<file path="config.mk">
export PLATFORM = sky130hd
export DESIGN_NAME = rar4_header_walker
export DESIGN_NICKNAME = d
export VERILOG_FILES = /design/src/rtl/rar4_pkg.sv /design/src/rtl/rar4_walk_core.sv /design/src/rtl/rar4_res_fifo.sv /design/src/rtl/rar4_header_walker.sv
export SDC_FILE = /design/constraint.sdc
export NUM_CORES = 1
export LEC_CHECK = 0
export BUFFER_PORTS_ARGS = -buffer_cell sky130_fd_sc_hd__clkbuf_2
export CORE_MARGIN = 3
export CORE_UTILIZATION = 29
export DETAILED_ROUTE_END_ITERATION = 6
export PLACE_DENSITY = 0.52
export SETUP_SLACK_MARGIN = 0.2
export SYNTH_ARGS = -nofsm -noshare
export SYNTH_HDL_FRONTEND = slang
export SYNTH_SLANG_ARGS = --single-unit
</file>
<file path="constraint.sdc">
create_clock -name aclk -period 17.1 [get_ports aclk]
set_input_delay 1.71 -clock aclk [delete_from_list [all_inputs] [get_ports aclk]]
set_output_delay 1.71 -clock aclk [all_outputs]
set_load 0.02 [all_outputs]
</file>
<file path="src/rtl/rar4_pkg.sv">
package rar4_pkg;

    // tally width, saturating counter of file headers
    localparam int COUNT_BITS = 16;
    localparam int FOUND_BITS = 16;
    localparam int POS_BITS   = 33;

    // block types
    localparam logic [7:0] KIND_MAIN = 8'h73;
    localparam logic [7:0] KIND_FILE = 8'h74;
    localparam logic [7:0] KIND_END  = 8'h7B;

    // fixed offsets inside a block
    localparam int NAME_OFFSET     = 32;
    localparam int FILE_FIXED_SPAN = 28;
    localparam int MIN_HEAD        = 7;
    localparam int SIG_LEN         = 7;

    // walk status codes
    localparam logic [2:0] ST_CLEAN     = 3'd0;
    localparam logic [2:0] ST_BAD_SIG   = 3'd1;
    localparam logic [2:0] ST_END_MARK  = 3'd2;
    localparam logic [2:0] ST_UNKNOWN   = 3'd3;
    localparam logic [2:0] ST_BAD_SIZE  = 3'd4;
    localparam logic [2:0] ST_TRUNCATED = 3'd5;

    // result kinds
    localparam logic RK_NAME    = 1'b0;
    localparam logic RK_SUMMARY = 1'b1;

    typedef enum logic [2:0] {
        PH_SIG   = 3'b001,
        PH_BLOCK = 3'b010,
        PH_STOP  = 3'b100
    } phase_t;

    typedef struct packed {
        logic [7:0] data_byte;
        logic       end_of_data;
    } in_item_t;

    typedef struct packed {
        logic                  result_kind;
        logic [7:0]            name_char;
        logic                  name_end;
        logic [FOUND_BITS-1:0] files_found;
        logic [2:0]            walk_status;
        logic                  last_result;
    } res_item_t;

    // archive signature bytes
    function automatic logic [7:0] sig_byte(input logic [2:0] idx);
        logic [7:0] val;
        unique case (idx)
            3'd0:    val = 8'h52;
            3'd1:    val = 8'h61;
            3'd2:    val = 8'h72;
            3'd3:    val = 8'h21;
            3'd4:    val = 8'h1A;
            3'd5:    val = 8'h07;
            3'd6:    val = 8'h00;
            default: val = 8'h00;
        endcase
        return val;
    endfunction

endpackage

</file>
<file path="src/rtl/rar4_walk_core.sv">
module rar4_walk_core import rar4_pkg::*; (
    input  logic      aclk,
    input  logic      aresetn,
    input  logic      in_fire,
    input  in_item_t  in_item,
    output logic [1:0] push_cnt,
    output res_item_t res0,
    output res_item_t res1
);

    phase_t                phase_reg, phase_next;
    logic [2:0]            sidx_reg, sidx_next;
    logic [POS_BITS-1:0]   pos_reg, pos_next;
    logic [7:0]            kind_reg, kind_next;
    logic [15:0]           hlen_reg, hlen_next;
    logic [31:0]           plen_reg, plen_next;
    logic [15:0]           nlen_reg, nlen_next;
    logic [COUNT_BITS-1:0] tally_reg, tally_next;
    logic [2:0]            stop_reg, stop_next;

    logic [7:0]            b;
    logic                  last;
    logic                  emit;
    logic                  fin;
    logic                  done;
    logic [2:0]            status;
    logic [POS_BITS-1:0]   rel;
    logic [POS_BITS:0]     p_plus;
    logic [POS_BITS:0]     span;
    logic [1:0]            lane;
    res_item_t             name_res;
    res_item_t             summ_res;

    assign b    = in_item.data_byte;
    assign last = in_item.end_of_data;

    // next state and result selection for one byte
    always_comb begin
        phase_next = phase_reg;
        sidx_next  = sidx_reg;
        pos_next   = pos_reg;
        kind_next  = kind_reg;
        hlen_next  = hlen_reg;
        plen_next  = plen_reg;
        nlen_next  = nlen_reg;
        tally_next = tally_reg;
        stop_next  = stop_reg;
        emit       = 1'b0;
        fin        = 1'b0;
        done       = 1'b0;
        rel        = pos_reg - POS_BITS'(NAME_OFFSET);
        p_plus     = {1'b0, pos_reg} + (POS_BITS+1)'(1);
        span       = '0;
        lane       = 2'(pos_reg - POS_BITS'(7));

        unique case (phase_reg)
            PH_SIG: begin
                if (sidx_reg != 3'(SIG_LEN) && b == sig_byte(sidx_reg)) begin
                    sidx_next = sidx_reg + 3'd1;
                    if (sidx_reg == 3'(SIG_LEN - 1)) begin
                        phase_next = PH_BLOCK;
                        pos_next   = '0;
                    end
                end else begin
                    phase_next = PH_STOP;
                    stop_next  = ST_BAD_SIG;
                end
            end
            PH_BLOCK: begin
                // header field capture
                if (pos_reg == '0) begin
                    kind_next = '0;
                    hlen_next = '0;
                    plen_next = '0;
                    nlen_next = '0;
                end else if (pos_reg == POS_BITS'(2)) begin
                    kind_next = b;
                    if (b == KIND_END) begin
                        phase_next = PH_STOP;
                        stop_next  = ST_END_MARK;
                    end else if (b != KIND_MAIN && b != KIND_FILE) begin
                        phase_next = PH_STOP;
                        stop_next  = ST_UNKNOWN;
                    end
                end else if (pos_reg == POS_BITS'(5)) begin
                    hlen_next = {8'h00, b};
                end else if (pos_reg == POS_BITS'(6)) begin
                    hlen_next = {b, hlen_reg[7:0]};
                    if (hlen_next < 16'(MIN_HEAD)) begin
                        phase_next = PH_STOP;
                        stop_next  = ST_BAD_SIZE;
                    end else if (kind_reg == KIND_FILE && tally_reg != '1) begin
                        tally_next = tally_reg + COUNT_BITS'(1);
                    end
                end

                // file header fields and name bytes
                if (phase_next == PH_BLOCK && kind_next == KIND_FILE) begin
                    if (pos_reg >= POS_BITS'(7) && pos_reg <= POS_BITS'(10)) begin
                        plen_next[8*lane +: 8] = plen_reg[8*lane +: 8] | b;
                    end else if (pos_reg == POS_BITS'(26)) begin
                        nlen_next = {8'h00, b};
                    end else if (pos_reg == POS_BITS'(27)) begin
                        nlen_next = {b, nlen_reg[7:0]};
                    end else if (pos_reg >= POS_BITS'(NAME_OFFSET)
                                 && pos_reg < POS_BITS'(hlen_next)
                                 && rel < POS_BITS'(nlen_next)) begin
                        emit = 1'b1;
                        fin  = (rel == POS_BITS'(nlen_next) - POS_BITS'(1))
                            || (pos_reg == POS_BITS'(hlen_next) - POS_BITS'(1));
                    end
                end

                // block end and position advance
                if (phase_next == PH_BLOCK) begin
                    span = (POS_BITS+1)'(hlen_next) + (POS_BITS+1)'(plen_next);
                    if (kind_next == KIND_MAIN && pos_reg >= POS_BITS'(6)) begin
                        done = p_plus >= (POS_BITS+1)'(hlen_next);
                    end else if (kind_next == KIND_FILE
                                 && p_plus >= (POS_BITS+1)'(FILE_FIXED_SPAN)) begin
                        done = p_plus >= span;
                    end
                    pos_next = done ? '0 : p_plus[POS_BITS-1:0];
                end
            end
            PH_STOP: begin
            end
            default: begin
            end
        endcase

        // summary status from the state this byte leaves
        if (phase_next == PH_STOP) begin
            status = stop_next;
        end else if (phase_next == PH_BLOCK && pos_next == '0) begin
            status = ST_CLEAN;
        end else begin
            status = ST_TRUNCATED;
        end
    end

    // result items
    always_comb begin
        name_res             = '0;
        name_res.result_kind = RK_NAME;
        name_res.name_char   = b;
        name_res.name_end    = fin;
        name_res.last_result = !last;

        summ_res             = '0;
        summ_res.result_kind = RK_SUMMARY;
        summ_res.files_found = FOUND_BITS'(tally_next);
        summ_res.walk_status = status;
        summ_res.last_result = 1'b1;

        res0     = emit ? name_res : summ_res;
        res1     = summ_res;
        push_cnt = in_fire ? (2'(emit) + 2'(last)) : 2'd0;
    end

    // state registers, back to reset after the final byte
    always_ff @(posedge aclk) begin
        if (!aresetn || (in_fire && last)) begin
            phase_reg <= PH_SIG;
            sidx_reg  <= '0;
            pos_reg   <= '0;
            kind_reg  <= '0;
            hlen_reg  <= '0;
            plen_reg  <= '0;
            nlen_reg  <= '0;
            tally_reg <= '0;
            stop_reg  <= '0;
        end else if (in_fire) begin
            phase_reg <= phase_next;
            sidx_reg  <= sidx_next;
            pos_reg   <= pos_next;
            kind_reg  <= kind_next;
            hlen_reg  <= hlen_next;
            plen_reg  <= plen_next;
            nlen_reg  <= nlen_next;
            tally_reg <= tally_next;
            stop_reg  <= stop_next;
        end
    end

endmodule

</file>
<file path="src/rtl/rar4_res_fifo.sv">
module rar4_res_fifo import rar4_pkg::*; (
    input  logic       aclk,
    input  logic       aresetn,
    input  logic [1:0] push_cnt,
    input  res_item_t  res0,
    input  res_item_t  res1,
    output logic       room,
    output logic       m_valid,
    input  logic       m_ready,
    output res_item_t  m_data
);

    res_item_t  mem_reg [4];
    logic [1:0] wr_ptr_reg, wr_ptr_next;
    logic [1:0] rd_ptr_reg, rd_ptr_next;
    logic [2:0] count_reg, count_next;
    logic       pop;
    logic [1:0] wr_ptr_plus;

    // room for two results regardless of this cycle's pop
    assign room    = count_reg <= 3'd2;
    assign m_valid = count_reg != 3'd0;
    assign m_data  = mem_reg[rd_ptr_reg];
    assign pop     = m_valid && m_ready;

    assign wr_ptr_plus = wr_ptr_reg + 2'd1;

    // pointer and occupancy update
    always_comb begin
        wr_ptr_next = wr_ptr_reg + push_cnt;
        rd_ptr_next = rd_ptr_reg + 2'(pop);
        count_next  = count_reg + 3'(push_cnt) - 3'(pop);
    end

    always_ff @(posedge aclk) begin
        if (!aresetn) begin
            wr_ptr_reg <= '0;
            rd_ptr_reg <= '0;
            count_reg  <= '0;
        end else begin
            wr_ptr_reg <= wr_ptr_next;
            rd_ptr_reg <= rd_ptr_next;
            count_reg  <= count_next;
        end
    end

    // result storage, one or two writes per transaction
    always_ff @(posedge aclk) begin
        if (push_cnt != 2'd0) begin
            mem_reg[wr_ptr_reg] <= res0;
        end
        if (push_cnt == 2'd2) begin
            mem_reg[wr_ptr_plus] <= res1;
        end
    end

endmodule

</file>
<file path="src/rtl/rar4_header_walker.sv">
// archive header walker: one byte per cycle on the s_ side
// results: each result is registered in the queue when the byte that causes it is taken, and leaves on m_ in order
// throughput: one byte per cycle, one result per cycle out of a four-entry queue;
// a byte waits only while the queue lacks room for two results
// reset: synchronous active-low aresetn clears the walk state and empties the queue
module rar4_header_walker import rar4_pkg::*; (
    input  logic      aclk,
    input  logic      aresetn,
    input  logic      s_valid,
    output logic      s_ready,
    input  in_item_t  s_data,
    output logic      m_valid,
    input  logic      m_ready,
    output res_item_t m_data
);

    logic       in_fire;
    logic       room;
    logic [1:0] push_cnt;
    res_item_t  res0;
    res_item_t  res1;

    // input transaction when the queue can take two results
    assign s_ready = room;
    assign in_fire = s_valid && room;

    rar4_walk_core u_core (
        .aclk     (aclk),
        .aresetn  (aresetn),
        .in_fire  (in_fire),
        .in_item  (s_data),
        .push_cnt (push_cnt),
        .res0     (res0),
        .res1     (res1)
    );

    rar4_res_fifo u_fifo (
        .aclk     (aclk),
        .aresetn  (aresetn),
        .push_cnt (push_cnt),
        .res0     (res0),
        .res1     (res1),
        .room     (room),
        .m_valid  (m_valid),
        .m_ready  (m_ready),
        .m_data   (m_data)
    );

endmodule
</file>
**Yosys cells after proc, flatten, opt, wreduce, memory -nomap -nowiden**

Memory sizes are Yosys's and may differ from the RTL's. A register that Yosys moved wholly into a read port is not among the register bits.
Index checks and enable logic that the tools add are counted.

- Register bits after elaboration: 137
- Bits in latches: 0
- RAM bits: 120
- Memory bits (read-only): 0
- Input port bits: 13
- Output and inout bits: 32
- Word-level logic and storage cells: 177
- Memories kept: 1

Memory list:

| memory | depth | bits a word | read ports | clocked after Yosys merged registers in | wr ports | line | source |
|---|---|---|---|---|---|---|---|
| u_fifo.mem_reg | 4 | 30 | 1 | 1 | 2 | rar4_res_fifo.sv:13 | `res_item_t mem_reg [4];` |

- Add/sub/neg operators: 15
- Multiply operators: 0
- Divide/modulo/power cells: 0
- $lt $le $gt $ge: 11
- Equality and inequality tests: 29
- Shift-type cells: 3
- Multiplexer cells: 79
- Bitwise logic cells: 1
- Reduce and logical (&&, ||, !) cells: 25

Operators with widths:

| kind | number |
|---|---|
| $mux W16 | 18 |
| $mux W32 | 5 |
| $mux W33 | 4 |
| $eq A33 B3 Y1 const B | 2 |
| $eq A33 B33 Y1 | 2 |
| $eq A33 B5 Y1 const B | 2 |
| $ge A33 B3 Y1 const B | 2 |
| $logic_not A33 Y1 | 2 |
| $lt A33 B16 Y1 | 2 |
| $pmux W33 S2 | 1 |
| $mux W3 | 20 |
| $pmux W7 S6 | 1 |
| $add A33 B1 Y34 const B | 1 |
| $ge A34 B16 Y1 | 1 |
| $ge A34 B34 Y1 | 1 |
| $ge A34 B5 Y1 const B | 1 |
| $neg A5 Y34 | 1 |
| $shift A8 B34 Y32 const A | 1 |
| $shiftx A8 B34 Y32 | 1 |
| $sub A16 B1 Y17 const B | 2 |
| $add A16 B32 Y33 | 1 |
| $eq A33 B2 Y1 const B | 1 |
| $ge A33 B6 Y1 const B | 1 |
| $le A33 B4 Y1 const B | 1 |
| 38 further kinds | 89 |

**Logic depth before layout (Yosys ltp)**

Gate-level depths: netlist of run 1.

- Word-level depth: 25
- Depth in mapped cells: 40
- Mapped depth without buffers: 36

**Modules after synthesis**

Synthesis of run 1 repeated with hierarchy kept, for this count alone.

- Cells, all modules: 2,255
- Area total of the unflattened synthesis: 20,093.0 um2

By module, submodules not included:

| module | times used | cells an instance | area an instance (um2) | sequential area each (um2) |
|---|---|---|---|---|
| rar4_walk_core | 1 | 1,917 | 13,779.5 | 2,602.5 |
| rar4_res_fifo | 1 | 337 | 6,307.3 | 3,743.6 |
| rar4_header_walker | 1 | 1 | 6.3 | 0.0 |

**Least setup slack after synthesis of run 1**

No wires, ideal clock.

- Path kind: input to register
- Start: input port s_data[4] in the netlist's numbering
- End: register u_core.pos_reg[12]
- Library setup time: 0.070 ns
- Arrival: 8.697 ns
- Data required time: 17.030 ns
- Slack: 8.332 ns
- Cell stages on the path: 35
- Path buffers: 3
- Cell sequence: clkbuf_1 nor4_1 nand4_1 or4_1 a21o_1 and3_1 clkbuf_1 a21oi_1 nand2_1 o21ai_0 ha_1 fa_1 a21oi_1 o21bai_1 nand2_1 a31oi_1 o221ai_1 o21a_1 o21ai_0 nand2_1 nor3b_1 xnor2_1 ha_1 a21o_1 a21o_1 a21oi_1 nor2_1 a2111oi_0 o22ai_1 o41ai_1 o21ai_1 buf_6 or3_4 or3b_1 a21oi_1

- Longest elaborated chain between the ends: 20
- Elaborated cells on any way between the ends: 46
- Classes of those cells: add/sub: 1; order compare: 3; eq/ne: 7; shift: 1; mux: 28; bitwise: 1; reduce/logical: 5

Ends and longest elaborated chain:

| item | line | source |
|---|---|---|
| from (decl) | rar4_header_walker.sv:11 | `input in_item_t s_data,` |
| $lt A16 B3 Y1 or $ne A8 B7 Y1 (tied branches) | rar4_walk_core.sv:89, rar4_walk_core.sv:81 |  |
| $mux W3 or $logic_and A1 B1 Y1 (tied branches) | rar4_walk_core.sv:89, rar4_walk_core.sv:81 |  |
| $mux W3, on equally long branches | rar4_walk_core.sv:87, rar4_walk_core.sv:81 |  |
| $mux W3, on equally long branches | rar4_walk_core.sv:85, rar4_walk_core.sv:78 |  |
| $mux W3 | rar4_walk_core.sv:76 | `end else if (pos_reg == POS_BITS'(2)) begin` |
| $mux W3 | rar4_walk_core.sv:71 | `if (pos_reg == '0) begin` |
| $mux W3 | rar4_walk_core.sv:56 | `unique case (phase_reg)` |
| $eq A3 B2 Y1 | rar4_walk_core.sv:98, rar4_walk_core.sv:115 |  |
| [4 not listed] | - |  |
| $ge A34 B34 Y1 | rar4_walk_core.sv:121 | `done = p_plus >= span;` |
| $mux W1 | rar4_walk_core.sv:119 | `end else if (kind_next == KIND_FILE` |
| $mux W1 | rar4_walk_core.sv:117 | `if (kind_next == KIND_MAIN && pos_reg >= POS_BITS'(6)) begin` |
| $mux W1 | rar4_walk_core.sv:115 | `if (phase_next == PH_BLOCK) begin` |
| $mux W1 | rar4_walk_core.sv:56 |  |
| $mux W33 | rar4_walk_core.sv:123 | `pos_next = done ? '0 : p_plus[POS_BITS-1:0];` |
| $mux W33 | rar4_walk_core.sv:115 |  |
| $pmux W33 S2 * | rar4_walk_core.sv:56 |  |
| to (signal assigned) | rar4_walk_core.sv:176 | `pos_reg <= pos_next;` |
| to (decl) | rar4_walk_core.sv:13 | `logic [POS_BITS-1:0] pos_reg, pos_next;` |

Every way passes the cells marked *; elsewhere a longest branch is shown, timed or not. The select of a mux whose other input is x is not followed.
A chain may end at the register's enable or synchronous reset.

==> qor.yml, run 1 <==
yosys:
  ys_warn_count: 0
  syn_inst: 2210
  ys_seq_area_frac: 0.324
  synth_cell_types: 79
  syn_nets: 2347
  ys_seq_elements: 257
  yosysTopAreaCell: "dfxtp_1"
  yosysTopAreaCellShare: 0.199
  ys_async_sr_fraction: 0
  yosys-top-cells-area: "dfxtp_1 20%, edfxtp_1 13%, ha_1 8.4%, nor2_1 5.7%, nand2_1 5.5%"
  syn_area_per_cell_sq_um: 8.25
  syn_area_sq_um: 18200
  ys.flop_type: "dfxtp_1"
  synth_edf_count: 76
timing:
  hold_violations: 0
  min_period_over_period: 0.624
  fin_skew_ns: 0.0124
  fin_tns_setup_ns: 0
  setup_viol: 0
  report.final.slew_viol_count: 0
  rsz0062_at_grt: "false"
  slew_headroom: 0.180
  period_needed_ns: 10.66
  fmax_ghz: 0.0938
  tightest_slew_ns: 1.22
global_route:
  grt_pass1_vias: 16300
  gr-total-overflow: 0
  grt_max_degree: 55
  grt_pass1_wl_um: 98300
  track_usage: 0.189
  antenna_found_initial: 1
placed_design:
  dp.cells: 2989
  gp_routability_congestion: 0.897
  io_buffers: 44
  dpl.hpwl_um: 47800
clocking:
  clock_path_buffers: 3
  clock_sinks: 257
  cts_tree: "built"
  root_buffer: "clkbuf_16"
  clk_pin_slew_ns: 0.06
  worstSkewPairLatency_ns: 0.60
  holdBufCountCts: 0
  cts-buffers-inserted: 30
  cts_resized: 0
  post-cts-setup-buffers: 0
  htreeDepth: 1
setup_path:
  worstSetupStartpointType: "flip-flop"
  worst_setup_path_end_kind: "flip-flop"
  slowest_delay_ns: 0.76
  crit_fanout: 16
  worstPathRequired_ns: 17.52
  slowest_stage: "nor4_1"
  cp.arrival_ns: 11.09
  path_class: "reg2reg"
route:
  drc: 0
  routedWlPerCell_um: 21.1
  via_per_inst: 5.56
  drt-initial-drc-count: 1288
  first_pass_iters: 6
  antenna_left: 0
  route.vias.total: 16900
  wirelength_um: 64300
floorplan:
  rows: 91
  start_util: 0.294
  die_h_um: 257
  fp.dieW_um: 257
  io_pins: 45
  core_area_sq_um: 61900
  die-area_sq_um: 65900
layout:
  layout.nets: 2321
  layout_common_cells: "278 x nor2_1, 265 x nand2_1, 180 x dfxtp_1, 122 x ha_1, 119 x o21ai_0"
  layout-drive-gt1-share: 0.0919
  fin_cells: 3045
  largest_reg_flops: 120
  multi_input_comb_area_sq_um: 11600
  final_common_cell: "nor2_1"
  fill_cells: 6567
  seq_area_sq_um: 5910
  diodes: 0
  final_util: 0.327
  area_growth_pct: 11.0
power:
  pwr_density_cell_nw_per_um2: 75.6
  ir_drop_uv: 73.5
  p_leak_nw: 7.54
  totalPowerFinal_mw: 1.53
worst_hold_path:
  min_path_type: "reg2reg"
flow_run:
  drv_cap: 0
status:
  outcome: "finished clean"
per-layer routing:
layer	GRT usage	vias to the layer above	routed length (um)
met3	0.0261	141	3660
met1	0.245	8241	27600
met2	0.321	566	30500
met5	0	-	0
li1	-	7969	-
met4	0.0649	0	2580
where the power goes:
group          leakage [nW]  switching, mW  internal [mW]
logic                  4.85          0.147         0.0833
registers              2.20         0.0106          0.647
clock network         0.480          0.279          0.362
synth_stat cells, types with 29 or more instances:
cell,instances
inv_1,65
xor2_1,65
dfxtp_1,181
nand4_1,42
a21o_1,29
o21ai_0,119
nor2_1,279
a21oi_1,118
nand3_1,64
clkbuf_1,107
nor3_1,85
a31oi_1,32
ha_1,122
nand2_1,266
edfxtp_1,76
nor4_1,31
xnor2_1,86
mux4_2,38
stage by stage:
step	hold slack [ns]	setup slack (ns)	cell area, sq um
after floorplan	0.418	8.33	18200
after global placement	0.429	6.38	19300
after detailed placement	0.439	6.19	19300
after CTS	0.449	6.60	20200
after global routing	0.453	5.66	20200
final	0.444	6.44	20200
final timing paths:
| kind | slack [ns] | cells past startpoint | to | from |
|---|---|---|---|---|
| setup / recovery | 6.44 | 34 | u_fifo.mem_reg[1][1] | u_core.pos_reg[12] |
| hold / removal | 0.44 | 2 | u_fifo.mem_reg[2][29] | u_fifo.mem_reg[2][29] |
| setup reg to reg | 6.44 | 34 | u_fifo.mem_reg[1][1] | u_core.pos_reg[12] |
| hold reg to reg | 0.44 | 2 | u_fifo.mem_reg[2][29] | u_fifo.mem_reg[2][29] |
worst max-delay path: cells and delay by family, from the launching register on:
kind                     cells  cell delay (ns)
AO/OA/AOI/OAI               16             4.53
XOR/XNOR                     1             0.10
adder cells (fa/ha/maj)      3             0.64
buffers and inverters        1             0.23
flip-flops                   1             0.56
multiplexers                 1             0.39
AND/OR/NAND/NOR             12             4.01
cell families (layout without fill, tap and decap cells):
family | Yosys count | in the layout | share of synthesized area
multiplexers | 66 | 66 | 0.0626
XOR/XNOR | 152 | 152 | 0.0738
flip-flops | 257 | 257 | 0.324
adder cells (fa/ha/maj) | 124 | 124 | 0.0859
AND/OR/NAND/NOR | 951 | 951 | 0.251
AO/OA/AOI/OAI | 457 | 457 | 0.159
buffers and inverters | 203 | 201 | 0.0439
area by class of cell:
class	count	share of cell area
Multi-Input combinational cell	1750	0.572
Clock inverter	14	0.00711
Timing Repair Buffer	80	0.0242
Sequential cell	257	0.292
Tap cell	837	0.0517
Clock buffer	42	0.0415
Inverter	65	0.0121
No activity file was read; power rests on OpenSTA's default activity.
==> run 2, diff against run 1 <==
- ABC_AREA: not set -> 1
- clock period: 17.1 -> 10.2 ns (I/O delays scaled with it)
==> run 2 against run 1 <==
Wire length increased by 15%. Via count up 21%. Power rose to 2.9 times the previous value. First-iteration DRC count up 40%. Clock skew increased by 0.026 ns. Final cell count increased by 32%. Die area rose by 11%. Clock-buffer cell count is 6 higher. Area after synthesis increased by 12%. Sequential power up 99%. Sequential share of layout area decreased by 2.9 points.
==> qor.yml, run 2 <==
status:
  outcome: "finished clean"
yosys:
  yosysTopAreaCellShare: 0.178
  synth.most_common_cell: "nand2_1"
  ys_warn_count: 0
  ys_seq_area_frac: 0.290
  yosys-top-cells-area: "dfxtp_1 18%, edfxtp_1 11%, nand2_1 11%, nor2_1 7.9%, ha_1 7.5%"
  syn_inst: 3085
  syn_nets: 3222
  ys_seq_elements: 257
  ys.flop_type: "dfxtp_1"
  syn_area_per_cell_sq_um: 6.60
  synth_edf_count: 76
  yosysTopAreaCell: "dfxtp_1"
  syn_area_sq_um: 20400
  synth_common_cells: "607 x nand2_1, 429 x nor2_1, 383 x inv_1"
  synth_cell_types: 63
  ys_async_sr_fraction: 0
clocking:
  htreeDepth: 2
  cts-buffers-inserted: 34
  worstSkewPairLatency_ns: 0.57
  root_buffer: "clkbuf_16"
  clock_path_buffers: 3
  clk_pin_slew_ns: 0.05
  clock_sinks: 257
  cts_tree: "built"
  holdBufCountCts: 0
floorplan:
  die_h_um: 271
  fp.dieW_um: 271
  rows: 96
  start_util: 0.295
  die-area_sq_um: 73400
  io_pins: 45
  core_area_sq_um: 69100
timing:
  period_needed_ns: 9.17
  slew_headroom: 0.168
  fin_tns_setup_ns: 0
  hold_violations: 0
  rsz0062_at_grt: "false"
  fmax_ghz: 0.109
  min_period_over_period: 0.899
  report.final.slew_viol_count: 0
  fin_skew_ns: 0.0380
  setup_viol: 0
  tightest_slew_ns: 1.25
layout:
  layout-drive-gt1-share: 0.0746
  largest_reg_flops: 120
  layout.nets: 3197
  layout_common_cells: "605 x nand2_1, 428 x nor2_1, 382 x inv_1, 274 x o21ai_0, 222 x a21oi_1"
  final_common_cell: "nand2_1"
  diodes: 0
  area_growth_pct: 10.5
  fin_area_sq_um: 22500
global_route:
  gr-total-overflow: 0
  track_usage: 0.197
  antenna_found_initial: 0
  grt_pass1_vias: 19300
  grt_max_degree: 86
  grt_pass1_wl_um: 114000
power:
  ir_drop_uv: 145
  totalPowerFinal_mw: 4.49
  p_sw_frac: 0.438
  p_seq_frac: 0.293
  p_leak_nw: 10.2
  combPwrFrac: 0.427
  intPower_mw: 2.52
  power.switching_mw: 1.97
  pwr_density_cell_nw_per_um2: 199
  power.share.clock: 0.280
setup_path:
  r2r_cells: 52
  reg2reg_from: "u_core.pos_reg[1]"
  worst_setup_path_end_kind: "flip-flop"
  crit_fanout: 31
  r2r-end: "u_fifo.mem_reg[3][3]"
  cp_common_cell: "nand3_1"
  worstPathRequired_ns: 10.48
  cp.arrival_ns: 9.44
  path_class: "reg2reg"
  r2r_slack_ns: 1.03
  slowest_delay_ns: 0.42
  slowest_stage: "dfxtp_1"
  worstSetupStartpointType: "flip-flop"
route:
  wirelength_um: 74200
  antenna_left: 0
  drt-initial-drc-count: 1809
  routedWlPerCell_um: 18.5
  via_per_inst: 5.09
  first_pass_iters: 6
  route.vias.total: 20400
  drc: 0
placed_design:
  dpl.hpwl_um: 54800
  io_buffers: 44
  gp_routability_congestion: 0.909
  place_area_sq_um: 21400
worst_hold_path:
  worstHoldEndpoint: "u_fifo.mem_reg[2][20]"
  hold_depth: 2
  min_from: "u_fifo.mem_reg[2][20]"
  min_path_type: "reg2reg"
flow_run:
  drv_cap: 0
-- run 2: cell types whose count changed after synthesis, moves of 28 or more --
cell | before | now
inv_1 | 65 | 383
nor3_1 | 85 | 52
nor2_1 | 279 | 429
nand2_1 | 266 | 607
xnor2_1 | 86 | 21
nand3_1 | 64 | 155
o22ai_1 | 5 | 35
mux4_2 | 38 | 0
o21ai_0 | 119 | 276
nand4_1 | 42 | 70
buf_2 | 4 | 38
a21oi_1 | 118 | 222
-- run 2: critical path, delay by kind of cell, from the launching register on --
family | cells | cell delay [ns]
and+or+nand+nor | 33 | 4.77
AOI/OAI and AO/OA | 8 | 1.30
buffers and inverters | 6 | 1.15
adders and majority gates | 4 | 1.05
DFF | 1 | 0.42
xor gates and xnor gates | 1 | 0.16
-- run 2: kinds of logic after synthesis --
| logic type | count (synthesis) | share of synthesized area |
|---|---|---|
| flip-flops | 257 | 0.290 |
| AND/OR/NAND/NOR | 1411 | 0.303 |
| adder cells (fa/ha/maj) | 124 | 0.0769 |
| XOR/XNOR | 109 | 0.0503 |
| buffers and inverters | 543 | 0.108 |
| AO/OA/AOI/OAI | 641 | 0.172 |
-- run 2: worst max path at each step --
stage / startpoint / endpoint / slack, ns / cells past startpoint
after floorplan: u_core.pos_reg[0] / u_fifo.mem_reg[0][1] / 2.00 / 57
after CTS: u_core.pos_reg[1] / u_fifo.mem_reg[3][3] / 0.87 / 51
after detailed placement: s_data[6] / u_fifo.mem_reg[1][1] / 0.78 / 47
after global placement: s_data[6] / u_fifo.mem_reg[2][1] / 1.0 / 47
after global routing: u_core.pos_reg[1] / u_fifo.mem_reg[1][1] / 0.22 / 49
final: u_core.pos_reg[1] / u_fifo.mem_reg[3][3] / 1.03 / 52
-- run 2: layout make-up --
class | count | area [sq um]
fill | 7601 | 46600
multi-input combinational | 2285 | 12300
sequential | 257 | 5910
inverter | 402 | 1520
tap | 931 | 1160
clock buffer | 48 | 995
timing repair buffer | 80 | 490
clock inverter | 12 | 139
-- run 2: what timing repair did --
item	in CTS	in global routing
resized for setup	0	4
buffers inserted	0	1
setup endpoints to repair	0	8
-- run 2: routing by layer --
metal	vias to the layer above	track usage	share of wire
li1	10100	-	-
met1	9471	0.265	0.45
met2	713	0.317	0.44
met3	122	0.0333	0.071
met4	0	0.0696	0.033
met5	-	0	0
-- run 2: metrics by stage --
stage               std cells  hold slack (ns)  utilization  worst slack (ns)
floorplan                3085            0.421            -              2.00
global placement         3954            0.436        0.309             0.996
detailed placement       3954            0.439        0.309             0.778
CTS                      4014            0.452        0.326             0.870
global route             4015            0.477        0.326             0.222
finish                   4015            0.451        0.326              1.03
-- run 2: power groups by stage --
stage	sequential [mW]	clock, mW	combinational (mW)
floorplan	1.26	0	1.41
CTS	1.31	1.29	1.91
global route	1.33	1.32	2.14
detailed placement	1.33	0	1.90
finish	1.31	1.26	1.92
global placement	1.33	0	1.91
==> run 3, diff against run 2 <==
- ABC_AREA: 1 -> 0
==> run 3 against run 2 <==
Clock-buffer cell count shrank 4. Die area shrank 10%. Critical path depth shrank 20. Worst hold slack lost 0.0093 ns.
==> qor.yml, run 3 (synthesis results as in run 1) <==
status:
  outcome: "finished clean"
worst_hold_path:
  min_path_type: "reg2reg"
  worstHoldEndpoint: "u_fifo.mem_reg[0][29]"
  min_from: "u_fifo.mem_reg[0][29]"
  hold_depth: 2
setup_path:
  cp.arrival_ns: 9.77
  worst_setup_path_end_kind: "flip-flop"
  slowest_stage: "nor4_1"
  reg2reg_from: "u_core.pos_reg[7]"
  slowest_delay_ns: 0.76
  r2r_cells: 32
  path_class: "reg2reg"
  r2r_slack_ns: 0.98
  crit_fanout: 14
  worstPathRequired_ns: 10.75
  r2r-end: "u_core.pos_reg[29]"
  worstSetupStartpointType: "flip-flop"
layout:
  diodes: 0
  final_common_cell: "nor2_1"
  layout_common_cells: "278 x nor2_1, 265 x nand2_1, 180 x dfxtp_1, 122 x ha_1"
  layout.nets: 2340
  layout-drive-gt1-share: 0.0983
  largest_reg_flops: 120
  final_util: 0.330
  area_growth_pct: 12.1
timing:
  period_needed_ns: 9.22
  hold_violations: 0
  min_period_over_period: 0.904
  slew_headroom: 0.306
  fmax_ghz: 0.108
  report.final.slew_viol_count: 0
  setup_viol: 0
  hold_slack_ns: 0.442
  rsz0062_at_grt: "false"
  tightest_slew_ns: 1.04
  fin_tns_setup_ns: 0
  fin_ws_ns: 0.980
  fin_skew_ns: 0.0161
power:
  ir_drop_uv: 129
  pwr_density_cell_nw_per_um2: 128
  p_leak_nw: 7.66
global_route:
  grt_max_degree: 51
  grt_busiest_layer: "met2"
  grt_pass1_wl_um: 96700
  track_usage: 0.184
  met1_usage: 0.249
  gr-total-overflow: 0
  use_met2: 0.312
  antenna_found_initial: 1
  grt_use_met3: 0.0200
  grt_pass1_vias: 16100
placed_design:
  dpl.hpwl_um: 47100
  io_buffers: 44
  pre_cts_ws_ns: 0.0536
  gp_routability_congestion: 0.949
flow_run:
  drv_cap: 0
route:
  antenna_left: 0
  via_per_inst: 5.45
  routedWlPerCell_um: 20.6
  wirelength_um: 63000
  drt-initial-drc-count: 1302
  drc: 0
  route.vias.total: 16700
  first_pass_iters: 6
clocking:
  holdBufCountCts: 0
  clock_sinks: 257
  clock_path_buffers: 3
  root_buffer: "clkbuf_16"
  worstSkewPairLatency_ns: 0.60
  cts_resized: 0
  clk_pin_slew_ns: 0.06
  htreeDepth: 1
  cts_tree: "built"
  cts-buffers-inserted: 30
  post-cts-setup-buffers: 0
floorplan:
  start_util: 0.294
  rows: 91
  fp.dieW_um: 257
  io_pins: 45
  die-area_sq_um: 65900
  die_h_um: 257
  core_area_sq_um: 61900
[run 3: cell types whose count changed in the layout (fill, tap and decap cells not counted), moves of 65 or more]
cell     change
nand2_1    -340
xnor2_1     +65
a21oi_1    -104
nand3_1     -91
nor2_1     -150
inv_1      -317
o21ai_0    -156
[run 3: critical path: cells and delay by family, from the launching register on]
family | cells | cell delay (ns)
flip-flops | 1 | 0.40
buffers and inverters | 1 | 0.23
AND/OR/NAND/NOR | 11 | 3.77
adder cells (fa/ha/maj) | 3 | 0.63
XOR/XNOR | 1 | 0.12
AO/OA/AOI/OAI | 15 | 3.78
multiplexers | 1 | 0.21
[run 3: area by class of cell]
type                    instances  area, sq um
inverters                      65          244
multi-input cells            1750        11600
fillers                      6569        41500
repair buffers                 99          633
clock inverters                12          189
clock buffers                  44          843
flip-flops and latches        257         5910
well taps                     837         1050
[run 3: through the flow]
stage               instance area [sq um]  total power [mW]  instances
floorplan                           18200              1.39       2210
CTS                                 20400              2.65       3064
detailed placement                  19400              1.52       3008
global placement                    19400              1.52       3008
global route                        20400              2.72       3064
finish                              20400              2.62       3064
[run 3: report_power, final]
| part | internal [mW] | switching, mW | total (mW) |
|---|---|---|---|
| Clock | 0.675 | 0.453 | 1.13 |
| Sequential | 1.08 | 0.0178 | 1.10 |
| Combinational | 0.142 | 0.246 | 0.388 |
[run 3: routing by layer]
layer,vias up,share of wire
li1,7991,-
met1,8052,0.44
met2,554,0.47
met3,117,0.057
met4,0,0.030
met5,-,0
[run 3: worst max-delay path by stage]
stage                  startpoint                 end  slack [ns]
4_1_cts        u_core.pos_reg[15]  u_core.pos_reg[32]        0.46
3_3_place_gp            s_data[2]   u_core.pos_reg[1]        0.36
6_report        u_core.pos_reg[7]  u_core.pos_reg[29]        0.98
3_5_place_dp            s_data[2]  u_core.pos_reg[32]        0.05
2_1_floorplan           s_data[4]  u_core.pos_reg[12]        2.12
5_1_grt         u_core.pos_reg[6]  u_core.pos_reg[28]        0.22
